<file path="src/hw/rtl/usrr_pkg.sv">
// types, constants and descriptor tables for the usb standard request responder
// no dependencies; used by every module of the block but usrr_fifo
package usrr_pkg;

	// default queue depths for the top level
	localparam int CMD_DEPTH_DEF = 2;
	localparam int RES_DEPTH_DEF = 2;

	// request keys: {bmRequestType, bRequest}
	localparam logic [15:0] REQ_GET_STATUS_DEV  = 16'h8000;
	localparam logic [15:0] REQ_GET_STATUS_IF   = 16'h8100;
	localparam logic [15:0] REQ_GET_STATUS_EP   = 16'h8200;
	localparam logic [15:0] REQ_GET_DESC        = 16'h8006;
	localparam logic [15:0] REQ_GET_DESC_IF     = 16'h8106;
	localparam logic [15:0] REQ_GET_CONFIG      = 16'h8008;
	localparam logic [15:0] REQ_GET_INTERFACE   = 16'h810A;
	localparam logic [15:0] REQ_CLEAR_FEAT_DEV  = 16'h0001;
	localparam logic [15:0] REQ_SET_FEAT_DEV    = 16'h0003;
	localparam logic [15:0] REQ_SET_ADDRESS     = 16'h0005;
	localparam logic [15:0] REQ_SET_DESC        = 16'h0007;
	localparam logic [15:0] REQ_SET_CONFIG      = 16'h0009;
	localparam logic [15:0] REQ_SET_INTERFACE   = 16'h010B;
	localparam logic [15:0] REQ_SET_SEL         = 16'h0030;
	localparam logic [15:0] REQ_SET_ISOCH_DELAY = 16'h0031;
	localparam logic [15:0] REQ_SYNCH_FRAME     = 16'h020C;

	// descriptor types in the high byte of wValue
	localparam logic [7:0] DT_DEVICE = 8'h01;
	localparam logic [7:0] DT_CONFIG = 8'h02;
	localparam logic [7:0] DT_STRING = 8'h03;
	localparam logic [7:0] DT_BOS    = 8'h0F;

	// response sizes in bytes
	localparam logic [5:0] DEV_SIZE  = 6'd18;
	localparam logic [5:0] CFG_SIZE  = 6'd38;
	localparam logic [5:0] BOS_SIZE  = 6'd15;
	localparam logic [5:0] LANG_SIZE = 6'd4;
	localparam logic [5:0] ONE_SIZE  = 6'd1;
	localparam logic [5:0] STAT_SIZE = 6'd2;
	localparam logic [2:0] STR_COUNT = 3'd5;

	typedef enum logic [2:0] {
		SRC_NONE,
		SRC_DEV,
		SRC_CFG,
		SRC_BOS,
		SRC_LANG,
		SRC_STR,
		SRC_ONE,
		SRC_ZERO
	} src_t;

	typedef enum logic [1:0] {
		ST_NORMAL = 2'd0,
		ST_SHORT  = 2'd1,
		ST_STALL  = 2'd2
	} status_t;

	// one classified request, front to back
	typedef struct packed {
		src_t        src;
		logic [2:0]  str_idx;
		logic [5:0]  count;
		status_t     status;
		logic [15:0] residual;
	} cmd_t;

	// one result, back to the result queue
	typedef struct packed {
		logic [7:0]  data;
		logic        valid;
		logic        last;
		status_t     status;
		logic [15:0] residual;
		logic [7:0]  done;
	} res_t;

	localparam logic [7:0] DEV_ROM [0:17] = '{
		8'h12, 8'h01, 8'h00, 8'h03, 8'h00, 8'h00, 8'h00, 8'h08,
		8'h01, 8'h33, 8'h01, 8'h00, 8'h00, 8'h00, 8'h01, 8'h02, 8'h03, 8'h01
	};

	localparam logic [7:0] CFG_ROM [0:37] = '{
		8'h09, 8'h02, 8'h26, 8'h00, 8'h01, 8'h01, 8'h04, 8'hA0, 8'h00,
		8'h09, 8'h04, 8'h00, 8'h00, 8'h02, 8'hFF, 8'h00, 8'h00, 8'h00,
		8'h07, 8'h05, 8'h01, 8'h02, 8'h40, 8'h00, 8'h0A,
		8'h07, 8'h05, 8'h82, 8'h02, 8'h40, 8'h00, 8'h0A,
		8'h06, 8'h30, 8'h00, 8'h00, 8'h00, 8'h00
	};

	localparam logic [7:0] BOS_ROM [0:14] = '{
		8'h05, 8'h0F, 8'h0F, 8'h00, 8'h01,
		8'h0A, 8'h10, 8'h03, 8'h00, 8'h08, 8'h00, 8'h03, 8'h0A, 8'h20, 8'h00
	};

	// language id list: english (us)
	localparam logic [7:0] LANG_ROM [0:3] = '{8'h04, 8'h03, 8'h09, 8'h04};

	// string text, one byte per character
	localparam logic [7:0] STR1_TXT [0:7] = '{
		8'h43, 8'h4F, 8'h4D, 8'h50, 8'h33, 8'h33, 8'h30, 8'h31
	};
	localparam logic [7:0] STR2_TXT [0:11] = '{
		8'h44, 8'h75, 8'h6D, 8'h6D, 8'h79, 8'h20,
		8'h44, 8'h65, 8'h76, 8'h69, 8'h63, 8'h65
	};
	localparam logic [7:0] STR3_TXT [0:1] = '{8'h30, 8'h31};
	localparam logic [7:0] STR4_TXT [0:25] = '{
		8'h44, 8'h75, 8'h6D, 8'h6D, 8'h79, 8'h20, 8'h55, 8'h53, 8'h42,
		8'h20, 8'h64, 8'h65, 8'h76, 8'h69, 8'h63, 8'h65, 8'h20, 8'h66,
		8'h6F, 8'h72, 8'h20, 8'h70, 8'h72, 8'h61, 8'h63, 8'h73
	};

	// full string descriptor length, utf-16 text plus two header bytes
	function automatic logic [5:0] str_size(input logic [2:0] idx);
		logic [5:0] s;
		case (idx)
			3'd1:    s = 6'd18;
			3'd2:    s = 6'd26;
			3'd3:    s = 6'd6;
			3'd4:    s = 6'd54;
			default: s = 6'd0;
		endcase
		return s;
	endfunction

	function automatic logic [7:0] str_char(input logic [2:0] idx, input logic [4:0] pos);
		logic [7:0] c;
		case (idx)
			3'd1:    c = STR1_TXT[pos[2:0]];
			3'd2:    c = STR2_TXT[pos[3:0]];
			3'd3:    c = STR3_TXT[pos[0]];
			3'd4:    c = STR4_TXT[pos];
			default: c = 8'h00;
		endcase
		return c;
	endfunction

	// response byte k of a classified request
	function automatic logic [7:0] rsp_byte(input src_t src, input logic [2:0] idx,
			input logic [5:0] k);
		logic [7:0] b;
		logic [4:0] pos;
		pos = k[5:1] - 5'd1;
		case (src)
			SRC_DEV:  b = DEV_ROM[k[4:0]];
			SRC_CFG:  b = CFG_ROM[k];
			SRC_BOS:  b = BOS_ROM[k[3:0]];
			SRC_LANG: b = LANG_ROM[k[1:0]];
			SRC_ONE:  b = 8'h01;
			SRC_STR: begin
				if (k == 6'd0) begin
					b = {2'b00, str_size(idx)};
				end else if (k == 6'd1) begin
					b = 8'h03;
				end else if (k[0]) begin
					b = 8'h00;
				end else begin
					b = str_char(idx, pos);
				end
			end
			default:  b = 8'h00;
		endcase
		return b;
	endfunction

endpackage

</file>
<file path="src/hw/rtl/usb_standard_request_responder_core.sv">
// top level of the usb standard request responder
// depends on usrr_pkg, usrr_front, usrr_fifo, usrr_back
//
// Answers USB standard control requests from fixed descriptor tables. A setup request is
// pushed and decoded at once into a command queue; the response sequencer loads a command
// while idle and then gives one result per byte (1 to 54 results, or a single status-only
// result when no byte is sent) into a result queue, at one result per cycle while that
// queue has room. The sequencer sets the sustained rate; further requests are taken while
// the command queue has room. Results are popped in order; status, residual and
// done_count repeat on every result of a request and last marks the final one.
module usb_standard_request_responder_core #(
	parameter int CMD_DEPTH = usrr_pkg::CMD_DEPTH_DEF,
	parameter int RES_DEPTH = usrr_pkg::RES_DEPTH_DEF
) (
	input  logic        clk,
	input  logic        arst_n,
	input  logic        push,
	output logic        full,
	input  logic [7:0]  request_type,
	input  logic [7:0]  request_code,
	input  logic [15:0] value_field,
	input  logic [15:0] index_field,
	input  logic [15:0] length_field,
	input  logic        has_buffer,
	output logic        empty,
	input  logic        pop,
	output logic [7:0]  data_byte,
	output logic        byte_valid,
	output logic        last,
	output logic [1:0]  status,
	output logic [15:0] residual,
	output logic [7:0]  done_count
);

	usrr_pkg::cmd_t front_cmd;
	usrr_pkg::cmd_t queued_cmd;
	usrr_pkg::res_t back_res;
	usrr_pkg::res_t out_res;
	logic           cmd_empty;
	logic           cmd_pop;
	logic           res_full;
	logic           res_push;

	// request decode
	usrr_front u_front (
		.request_type (request_type),
		.request_code (request_code),
		.value_field  (value_field),
		.index_field  (index_field),
		.length_field (length_field),
		.has_buffer   (has_buffer),
		.cmd          (front_cmd)
	);

	// queue between decoder and sequencer
	usrr_fifo #(
		.WIDTH ($bits(usrr_pkg::cmd_t)),
		.DEPTH (CMD_DEPTH)
	) u_cmd_fifo (
		.clk    (clk),
		.arst_n (arst_n),
		.push   (push),
		.din    (front_cmd),
		.full   (full),
		.pop    (cmd_pop),
		.dout   (queued_cmd),
		.empty  (cmd_empty)
	);

	// response sequencer
	usrr_back u_back (
		.clk       (clk),
		.arst_n    (arst_n),
		.cmd_empty (cmd_empty),
		.cmd       (queued_cmd),
		.cmd_pop   (cmd_pop),
		.res_full  (res_full),
		.res_push  (res_push),
		.res       (back_res)
	);

	// result queue toward the consumer
	usrr_fifo #(
		.WIDTH ($bits(usrr_pkg::res_t)),
		.DEPTH (RES_DEPTH)
	) u_res_fifo (
		.clk    (clk),
		.arst_n (arst_n),
		.push   (res_push),
		.din    (back_res),
		.full   (res_full),
		.pop    (pop),
		.dout   (out_res),
		.empty  (empty)
	);

	// result ports
	assign data_byte  = out_res.data;
	assign byte_valid = out_res.valid;
	assign last       = out_res.last;
	assign status     = out_res.status;
	assign residual   = out_res.residual;
	assign done_count = out_res.done;

endmodule

</file>
<file path="src/hw/rtl/usrr_fifo.sv">
// small register queue with first-word fall-through read
// no package dependency; used for the request queue and the result queue
module usrr_fifo #(
	parameter int WIDTH = 8,
	parameter int DEPTH = 2
) (
	input  logic             clk,
	input  logic             arst_n,
	input  logic             push,
	input  logic [WIDTH-1:0] din,
	output logic             full,
	input  logic             pop,
	output logic [WIDTH-1:0] dout,
	output logic             empty
);

	localparam int PTR_W = (DEPTH > 1) ? $clog2(DEPTH) : 1;
	localparam int CNT_W = $clog2(DEPTH + 1);
	localparam logic [PTR_W-1:0] PTR_LAST = PTR_W'(DEPTH - 1);
	localparam logic [CNT_W-1:0] CNT_FULL = CNT_W'(DEPTH);

	logic [WIDTH-1:0] mem_q [DEPTH];
	logic [PTR_W-1:0] wr_ptr_q;
	logic [PTR_W-1:0] rd_ptr_q;
	logic [CNT_W-1:0] cnt_q;
	logic             do_push;
	logic             do_pop;

	assign full    = (cnt_q == CNT_FULL);
	assign empty   = (cnt_q == '0);
	assign do_push = push && !full;
	assign do_pop  = pop && !empty;
	assign dout    = mem_q[rd_ptr_q];

	// storage
	always_ff @(posedge clk) begin
		if (do_push) begin
			mem_q[wr_ptr_q] <= din;
		end
	end

	// pointers and fill count
	always_ff @(posedge clk or negedge arst_n) begin
		if (!arst_n) begin
			wr_ptr_q <= '0;
			rd_ptr_q <= '0;
			cnt_q    <= '0;
		end else begin
			if (do_push) begin
				wr_ptr_q <= (wr_ptr_q == PTR_LAST) ? '0 : wr_ptr_q + 1'b1;
			end
			if (do_pop) begin
				rd_ptr_q <= (rd_ptr_q == PTR_LAST) ? '0 : rd_ptr_q + 1'b1;
			end
			if (do_push && !do_pop) begin
				cnt_q <= cnt_q + 1'b1;
			end else if (do_pop && !do_push) begin
				cnt_q <= cnt_q - 1'b1;
			end
		end
	end

endmodule

</file>
<file path="src/hw/rtl/usrr_front.sv">
// request decoder: turns one setup request into a response command
// depends on usrr_pkg
module usrr_front (
	input  logic [7:0]     request_type,
	input  logic [7:0]     request_code,
	input  logic [15:0]    value_field,
	input  logic [15:0]    index_field,
	input  logic [15:0]    length_field,
	input  logic           has_buffer,
	output usrr_pkg::cmd_t cmd
);

	logic [7:0] dtype;
	logic [7:0] didx;

	assign dtype = value_field[15:8];
	assign didx  = value_field[7:0];

	// cut a response of the given size to wLength
	function automatic usrr_pkg::cmd_t fit(input usrr_pkg::src_t src, input logic [2:0] idx,
			input logic [5:0] size, input logic [15:0] len);
		usrr_pkg::cmd_t c;
		logic [15:0]    size_w;
		size_w    = {10'd0, size};
		c.src     = src;
		c.str_idx = idx;
		c.count   = (len < size_w) ? len[5:0] : size;
		c.residual = (len > size_w) ? len - size_w : 16'd0;
		c.status  = (c.residual != 16'd0) ? usrr_pkg::ST_SHORT : usrr_pkg::ST_NORMAL;
		return c;
	endfunction

	// request decode
	always_comb begin
		cmd = '{src: usrr_pkg::SRC_NONE, str_idx: 3'd0, count: 6'd0,
			status: usrr_pkg::ST_NORMAL, residual: 16'd0};
		case ({request_type, request_code})
			usrr_pkg::REQ_GET_CONFIG: begin
				if (has_buffer && length_field != 16'd0) begin
					cmd = fit(usrr_pkg::SRC_ONE, 3'd0, usrr_pkg::ONE_SIZE, length_field);
				end
			end
			usrr_pkg::REQ_GET_INTERFACE: begin
				if (index_field != 16'd0) begin
					cmd.status = usrr_pkg::ST_STALL;
				end else if (has_buffer && length_field != 16'd0) begin
					cmd = fit(usrr_pkg::SRC_ZERO, 3'd0, usrr_pkg::ONE_SIZE, length_field);
				end
			end
			usrr_pkg::REQ_GET_STATUS_DEV, usrr_pkg::REQ_GET_STATUS_IF,
			usrr_pkg::REQ_GET_STATUS_EP: begin
				if (has_buffer && length_field > 16'd1) begin
					cmd = fit(usrr_pkg::SRC_ZERO, 3'd0, usrr_pkg::STAT_SIZE, length_field);
				end
			end
			usrr_pkg::REQ_GET_DESC_IF: begin
				if (has_buffer) begin
					cmd.status = usrr_pkg::ST_STALL;
				end
			end
			usrr_pkg::REQ_GET_DESC: begin
				if (has_buffer) begin
					case (dtype)
						usrr_pkg::DT_DEVICE: begin
							if (didx != 8'd0) begin
								cmd.status = usrr_pkg::ST_STALL;
							end else begin
								cmd = fit(usrr_pkg::SRC_DEV, 3'd0, usrr_pkg::DEV_SIZE,
									length_field);
							end
						end
						usrr_pkg::DT_CONFIG: begin
							if (didx != 8'd0) begin
								cmd.status = usrr_pkg::ST_STALL;
							end else begin
								cmd = fit(usrr_pkg::SRC_CFG, 3'd0, usrr_pkg::CFG_SIZE,
									length_field);
							end
						end
						usrr_pkg::DT_BOS: begin
							cmd = fit(usrr_pkg::SRC_BOS, 3'd0, usrr_pkg::BOS_SIZE, length_field);
						end
						usrr_pkg::DT_STRING: begin
							if (didx == 8'd0) begin
								// language list: full or at most the header, never short
								cmd.src = usrr_pkg::SRC_LANG;
								if (length_field >= {10'd0, usrr_pkg::LANG_SIZE}) begin
									cmd.count    = usrr_pkg::LANG_SIZE;
									cmd.residual = length_field - {10'd0, usrr_pkg::LANG_SIZE};
								end else begin
									cmd.count = (length_field < 16'd2) ? length_field[5:0]
										: 6'd2;
								end
							end else if (didx < {5'd0, usrr_pkg::STR_COUNT}) begin
								cmd = fit(usrr_pkg::SRC_STR, didx[2:0], usrr_pkg::str_size(didx[2:0]),
									length_field);
							end
						end
						default: begin
							cmd.status = usrr_pkg::ST_STALL;
						end
					endcase
				end
			end
			usrr_pkg::REQ_CLEAR_FEAT_DEV, usrr_pkg::REQ_SET_FEAT_DEV, usrr_pkg::REQ_SET_ADDRESS,
			usrr_pkg::REQ_SET_DESC, usrr_pkg::REQ_SET_CONFIG, usrr_pkg::REQ_SET_INTERFACE,
			usrr_pkg::REQ_SET_SEL, usrr_pkg::REQ_SET_ISOCH_DELAY, usrr_pkg::REQ_SYNCH_FRAME: begin
				// accepted and ignored
				cmd.status = usrr_pkg::ST_NORMAL;
			end
			default: begin
				cmd.status = usrr_pkg::ST_STALL;
			end
		endcase
	end

endmodule

</file>
<file path="src/hw/rtl/usrr_back.sv">
// response sequencer: plays out one command as a run of result bytes
// depends on usrr_pkg
module usrr_back (
	input  logic           clk,
	input  logic           arst_n,
	input  logic           cmd_empty,
	input  usrr_pkg::cmd_t cmd,
	output logic           cmd_pop,
	input  logic           res_full,
	output logic           res_push,
	output usrr_pkg::res_t res
);

	logic           active_q;
	usrr_pkg::cmd_t cmd_q;
	logic [5:0]     k_q;
	logic           no_bytes;
	logic           last_emit;

	assign no_bytes  = (cmd_q.count == 6'd0);
	assign last_emit = no_bytes || (k_q == cmd_q.count - 6'd1);
	assign cmd_pop   = !active_q && !cmd_empty;
	assign res_push  = active_q && !res_full;

	// result fields for the current byte
	always_comb begin
		res.status = cmd_q.status;
		res.last   = last_emit;
		if (no_bytes) begin
			res.data     = 8'h00;
			res.valid    = 1'b0;
			res.residual = 16'd0;
			res.done     = 8'd0;
		end else begin
			res.data     = usrr_pkg::rsp_byte(cmd_q.src, cmd_q.str_idx, k_q);
			res.valid    = 1'b1;
			res.residual = cmd_q.residual;
			res.done     = {2'b00, cmd_q.count};
		end
	end

	// command hold
	always_ff @(posedge clk) begin
		if (cmd_pop) begin
			cmd_q <= cmd;
		end
	end

	// byte counter and busy flag
	always_ff @(posedge clk or negedge arst_n) begin
		if (!arst_n) begin
			active_q <= 1'b0;
			k_q      <= 6'd0;
		end else if (cmd_pop) begin
			active_q <= 1'b1;
			k_q      <= 6'd0;
		end else if (res_push) begin
			if (last_emit) begin
				active_q <= 1'b0;
			end else begin
				k_q <= k_q + 6'd1;
			end
		end
	end

endmodule

</file>
<file path="config.mk">
export PLATFORM = sky130hd
export DESIGN_NAME = usb_standard_request_responder_core
export DESIGN_NICKNAME = d
export VERILOG_FILES = /design/src/hw/rtl/usrr_pkg.sv /design/src/hw/rtl/usb_standard_request_responder_core.sv /design/src/hw/rtl/usrr_fifo.sv /design/src/hw/rtl/usrr_front.sv /design/src/hw/rtl/usrr_back.sv
export SDC_FILE = /design/constraint.sdc
export NUM_CORES = 1
export LEC_CHECK = 0
export ABC_CLOCK_PERIOD_IN_PS = 3730
export BUFFER_PORTS_ARGS = -buffer_cell sky130_fd_sc_hd__clkbuf_2
export CORE_ASPECT_RATIO = 1.5
export CORE_MARGIN = 4
export CORE_UTILIZATION = 50
export DETAILED_ROUTE_END_ITERATION = 8
export GPL_TIMING_DRIVEN = 0
export PLACE_DENSITY_LB_ADDON = 0.1
export SYNTH_ARGS = -nofsm -noshare
export SYNTH_HDL_FRONTEND = slang
export SYNTH_SLANG_ARGS = --single-unit
</file>
<file path="constraint.sdc">
create_clock -name clk -period 3.73 [get_ports clk]
set_input_delay 0.746 -clock clk [delete_from_list [all_inputs] [get_ports clk]]
set_output_delay 0.746 -clock clk [all_outputs]
set_load 0.02 [all_outputs]
</file>
### Yosys cells after proc, flatten, opt, wreduce, memory -nomap -nowiden

Memory sizes are Yosys's and may differ from the RTL's. A register that Yosys moved wholly into a read port is not among the register bits.
Index checks and enable logic that the tools add are counted.

* add/sub/neg operators: 18
* $lt $le $gt $ge: 22
* equality and inequality tests: 39
* muxes and demuxes: 96
* bitwise gates (word level): 8
* reductions and logical operators: 44

Operators by type and width (number)
* $mux 16: 11
* $mux 8: 19
* $mux 30: 5
* $pmux 16 s4: 2
* $reduce_bool 16->1: 8
* $eq 16x16->1 const B: 7
* $mux 6: 16
* $pmux 12 s4: 2
* $pmux 6 s4: 2
* $pmux 8 s6: 1
* $eq 16x3->1 const B: 2
* $eq 16x6->1 const B: 2
* $pmux 8 s4: 1
* $mux 24: 1
* $eq 3x2->1 const B: 6
* $mux 1: 18
* $mux 2: 9
* $bmux 8 s2: 1
* $eq 16x1->1 const B: 1
* $eq 16x10->1 const B: 1
* $eq 16x2->1 const B: 1
* $eq 16x4->1 const B: 1
* $eq 16x9->1 const B: 1
* $eq 8x2->1 const B: 2
* 65 further kinds: 107

* flip-flop bits (word level): 15
* RAM bits: 132
* ROM bits: 1344
* input bits: 69
* logic and storage cells: 243
* memories kept: 8

Memory list
* (name not given): depth 64, width 8, read ports 1, clocked after memory_dff 0, wr ports 0, line usrr_pkg.sv:147 `SRC_CFG: b = CFG_ROM[k];`
* (name not given): depth 32, width 8, read ports 1, clocked after memory_dff 0, wr ports 0, line usrr_pkg.sv:146 `SRC_DEV: b = DEV_ROM[k[4:0]];`
* (name not given): depth 32, width 8, read ports 1, clocked after memory_dff 0, wr ports 0, line usrr_pkg.sv:133 `3'd4: c = STR4_TXT[pos];`
* (name not given): depth 16, width 8, read ports 1, clocked after memory_dff 0, wr ports 0, line usrr_pkg.sv:148 `SRC_BOS: b = BOS_ROM[k[3:0]];`
* (name not given): depth 16, width 8, read ports 1, clocked after memory_dff 0, wr ports 0, line usrr_pkg.sv:131 `3'd2: c = STR2_TXT[pos[3:0]];`
* u_res_fifo.mem_q: depth 2, width 36, read ports 1, clocked after memory_dff 0, wr ports 1, line usrr_fifo.sv:22 `logic [WIDTH-1:0] mem_q [DEPTH];`
* +2 memories

### Logic depth before layout (Yosys ltp)

* depth after elaboration: 16
* mapped depth: 16
* depth with buffers taken out: 14

### By module

Synthesis repeated with hierarchy kept, for this count alone.

* cells, all modules: 1327
* area, all modules: 12973.7 µm²

By module, submodules not included
* usrr_front: times used 1, cells an instance 686, area an instance 4237.8 µm²
* usrr_back: times used 1, cells an instance 398, area an instance 3310.7 µm²
* usrr_fifo at u_res_fifo: times used 1, cells an instance 131, area an instance 2944.1 µm²
* usrr_fifo at u_cmd_fifo: times used 1, cells an instance 112, area an instance 2481.1 µm²

### Worst setup path before layout

No wires, ideal clock.

* path type: in2reg
* start: input port length_field[1]
* end: memory u_cmd_fifo.mem_q[0][16] (netlist bit) (data pin)
* library setup time: 0.278 ns
* arrival time: 3.592 ns
* data required time: 3.452 ns
* setup slack: -0.140 ns
* stages: 11
* buffers on the path: 1
* cells stage by stage: clkbuf_1 -> inv_1 -> ha_1 -> or3b_2 -> nor2_1 -> nand3_1 -> xnor2_1 -> or4_1 -> o31ai_1 -> a41oi_1 -> or4_1

RTL lines
* from (decl): line usb_standard_request_responder_core.sv:23 `input logic [15:0] length_field,`
* to (decl): line usrr_fifo.sv:22

==> impl_results.md <==
- Outcome: finished, violations left
- Failing checks: setup timing
- Diode count: 0
- Deepest clock path buffer count: 2
- Number of synthesized flops with an enable pin: about 160
- Period utilization: 1.01
- Post-synthesis sequential element count: ~170
- Remaining global-route overflow: 0
- Hold crit path type: primary input to async pin
- Crit Path Category: primary input to flip-flop
- Setup ws final: -40.4 ps
- Yosys warning count: 0
- VDD IR max: ~0.51 mV
- Leading cell type by number of instances after synthesis: edfxtp_1
- Vias per cell: between 6 and 7
- Met1 Use GR: 0.340
- Count of cell types in the netlist: between 90 and 100
- Psw: roughly 3.7 mW
- DIE HEIGHT: 199 µm
- Gpl congestion: 1.06
- I/O Buffers: around 100
- Maxcap violations: 0
- Hold-fix buffers, CTS: 0
- Sequential area share after synthesis: 0.421
- Initial Utilization: 0.510
- Met2 usage: 0.606
- Area delta synth->final: 16.8%
- Layout cell share with drive strength beyond 1: 0.209
- Die ar.: 26900 µm²
- Final-report max-slew violation count: 0
- Worst path max stage delay: 580 ps
- Combinational power share: 0.448
- Final Power: about 9 mW
- Max Clock Skew: approximately 16 ps
- CP dominant cell by count: or4_4
- Clock power share: 0.204
- Post-synth top area cell: edfxtp_1
- Nets: 1514
- Synth Area in Compound Gates: 0.180
- WP data arrival: roughly 4000 ps
- Avg Cell Area, Syn: between 9 and 10 µm²
- Asr flop ratio synth: 0.0867
- Least-Margin Pin Slew: 1120 ps
- Synth Area in Simple Gates: 0.204
- GRT Util Overall: 0.325
- Cts bufs inserted: 17
- Num Clock Sinks: about 170
- Fin. Hold Viols: 0
- Crit-path max FO: 10
- Largest net degree at the start of global routing: 35
- Worst skew pair latency: between 400 and 500 ps
- Hpwl dp: roughly 33 mm
- Met3 usage: 0.0405
- Worst EP required: ~3900 ps
- Mux share of post-synthesis cell area: 0.0653
- Xor and xnor area share after synthesis: 0.0476
- WL per Instance: ~25 µm
- Largest family of logic cells by synthesized area: simple AND/OR/NAND/NOR gates
- Min cycle time layout: 3770 ps
- First-pass GRT wire length: between 60 and 70 mm
- Max Fclk: around 0.27 GHz
- DR vias: ~11k
- Leakage power: just under 5 nW
- Vias in the first global route: about 11k
- Sequential Power Share: 0.348
- CP Buf/Inv Count: 3
- Most used flip-flop cell after synthesis: edfxtp_1
- Dominant cells by area after synthesis: edfxtp_1, mux2_2, ha_1, nand2_1, nor2_1
- I/O pin count: between 100 and 150
- Highest-delay cell along the critical path: or4_4
- DRC: 0
- Delay-heaviest family, CP: simple AND/OR/NAND/NOR gates
- TritonCTS clock tree: built
- Cells along the critical path: clkbuf_4, clkbuf_16, clkinvlp_4, ha_4, or3b_4, nor4_4, o21ai_2, or4_4, o31ai_1, a41oi_1, or4_4
- Post-Syn Area: roughly 12000 µm²
- CTS clk-pin slew, worst paths: around 80 ps
- Setup slack at placement: -1680 ps
- CTS Root Buffer Type: clkbuf_16
- Adder-Cell Fraction of Synth Area: 0.0406
- Gate count of the mapped netlist: 1277
- Initial DRT Pass Iterations: 9
- WL final: 43.5 mm
- Initial DRC count: 1109
- Critical path launch point type: primary input
- Initial antenna violation count: 0
- Die W: between 100 and 150 µm
- Filler instances: approximately 2.1k
- H-tree Lvls: 4
- Crit end category: flip-flop
- Switching Fraction: 0.405
- Register-to-register path setup slack: between 200 and 300 ps
- Synth top area share: 0.390
- Num rows: 69
- Core area: ~24000 µm²
- PwrDens: around 640 nW/µm²
- DRT antenna net count: 0
- GR peak layer: met2
- Top cells by count, synth: edfxtp_1, nand2_1, nor2_1, a21oi_1, mux2_2
- Endpoints failing setup: 2
- Power Internal: ~5.4 mW
- Relative slew slack: 0.249
## power by group through the flow
| stage | registers [mW] | logic (mW) | clock network, mW |
|---|---|---|---|
| global route | 3.19 | 4.36 | 1.96 |
| floorplan | 3.07 | 2.78 | 0 |
| global placement | 3.14 | 3.87 | 0 |
| CTS | 3.14 | 4.00 | 1.85 |
| finish | 3.14 | 4.04 | 1.84 |
| detailed placement | 3.15 | 3.94 | 0 |
## metrics by stage
stage               cells  instance area [µm²]  TNS, ps  hold WS, ps   util
finish               1739                14200    -80.8          251  0.596
global route         1739                14200    -31.0          265  0.596
CTS                  1729                14000        0          259  0.587
detailed placement   1698                13100   -44950          439  0.551
global placement     1696                13100   -51320          427  0.548
floorplan            1278                12200        0          421      -
## registers in the layout, summed over array words and instances (netlist names)
name,cells
u_res_fifo.mem_q,68
u_cmd_fifo.mem_q,60
u_back.cmd_q,28
u_back.k_q,6
u_back.res,2
u_cmd_fifo.cnt_q,2
u_res_fifo.cnt_q,2
u_back.active_q,1
u_cmd_fifo.rd_ptr_q,1
u_cmd_fifo.wr_ptr_q,1
u_res_fifo.rd_ptr_q,1
u_res_fifo.wr_ptr_q,1
## worst paths after layout
check,start,to,depth (start not counted)
worst min register to register,u_back.res[25],u_res_fifo.mem_q[1][25],0
worst max register to register,u_back.k_q[1],u_res_fifo.mem_q[0][28],13
max in group asynchronous,arst_n,u_back.k_q[2],1
worst max-delay path,length_field[0],u_cmd_fifo.mem_q[1][16],11
min in group clk,u_back.res[25],u_res_fifo.mem_q[1][25],0
worst min-delay path,arst_n,u_cmd_fifo.rd_ptr_q,1
## placed cells by master, fill, tap and decap left out, drive strengths merged, types with 6 or more instances in the layout
| cell type | instances |
|---|---|
| nor2 | 105 |
| buf | 43 |
| xor2 | 21 |
| o22ai | 17 |
| nor3b | 6 |
| nor3 | 50 |
| a211oi | 10 |
| clkbuf | 171 |
| xnor2 | 45 |
| or4 | 12 |
| clkinv | 6 |
| o21ai | 66 |
| nand4 | 16 |
| a221oi | 6 |
| edfxtp | 158 |
| nor4 | 23 |
| or3 | 9 |
| a31oi | 16 |
| nand3 | 45 |
| nor2b | 21 |
| o31ai | 15 |
| and2 | 33 |
| o211ai | 13 |
| o2111ai | 8 |
| a21oi | 78 |
| mux2 | 64 |
| dfrtp | 15 |
| a22oi | 6 |
| inv | 39 |
| and3 | 13 |
| nand2 | 117 |
| ha | 37 |
| nand2b | 12 |
| o221ai | 16 |
| a32oi | 6 |
## timing repair
action	CTS	global route
setup buffers	3	10
endpoints found under the setup margin	50	42
gates resized for setup	51	27
pin swaps	1	8
## final cells by class
| class | count | area, µm² | share of cell area |
|---|---|---|---|
| Sequential cell | 173 | 5120 | 0.361 |
| Clock inverter | 15 | 199 | 0.0140 |
| Timing Repair Buffer | 114 | 643 | 0.0453 |
| Clock buffer | 17 | 425 | 0.0300 |
| Buffer | 83 | 423 | 0.0298 |
| Inverter | 35 | 150 | 0.0106 |
| Tap cell | 319 | 399 | 0.0281 |
| Multi-Input combinational cell | 983 | 6830 | 0.481 |
## worst reg2reg max path, cell delays in order, from the launching register on
cell and delay (ps):
dfrtp_2 500, clkbuf_2 330, clkinvlp_4 300, ha_2 310, inv_1 70, ha_1 330
nand2b_1 270, nand2_1 100, o21ai_0 70, a311o_1 380, a21oi_1 130, o31ai_1 80
a21oi_1 210, nor2_1 100
## logic make-up after synthesis
| group | count (synthesis) |
|---|---|
| buffers and inverters | 122 |
| and+or+nand+nor | 481 |
| xor gates and xnor gates | 66 |
| muxes | 70 |
| other | 1 |
| adders and majority gates | 39 |
| AOI/OAI and AO/OA | 325 |
| DFF | 173 |
## per-layer routing
| layer | part of all wire | vias to the layer above |
|---|---|---|
| met2 | 0.53 | 546 |
| met4 | 0.076 | 0 |
| met3 | 0.049 | 175 |
| li1 | - | 5115 |
| met1 | 0.35 | 5395 |
| met5 | 0 | - |
Note: power is estimated with default switching activity, not from simulation.
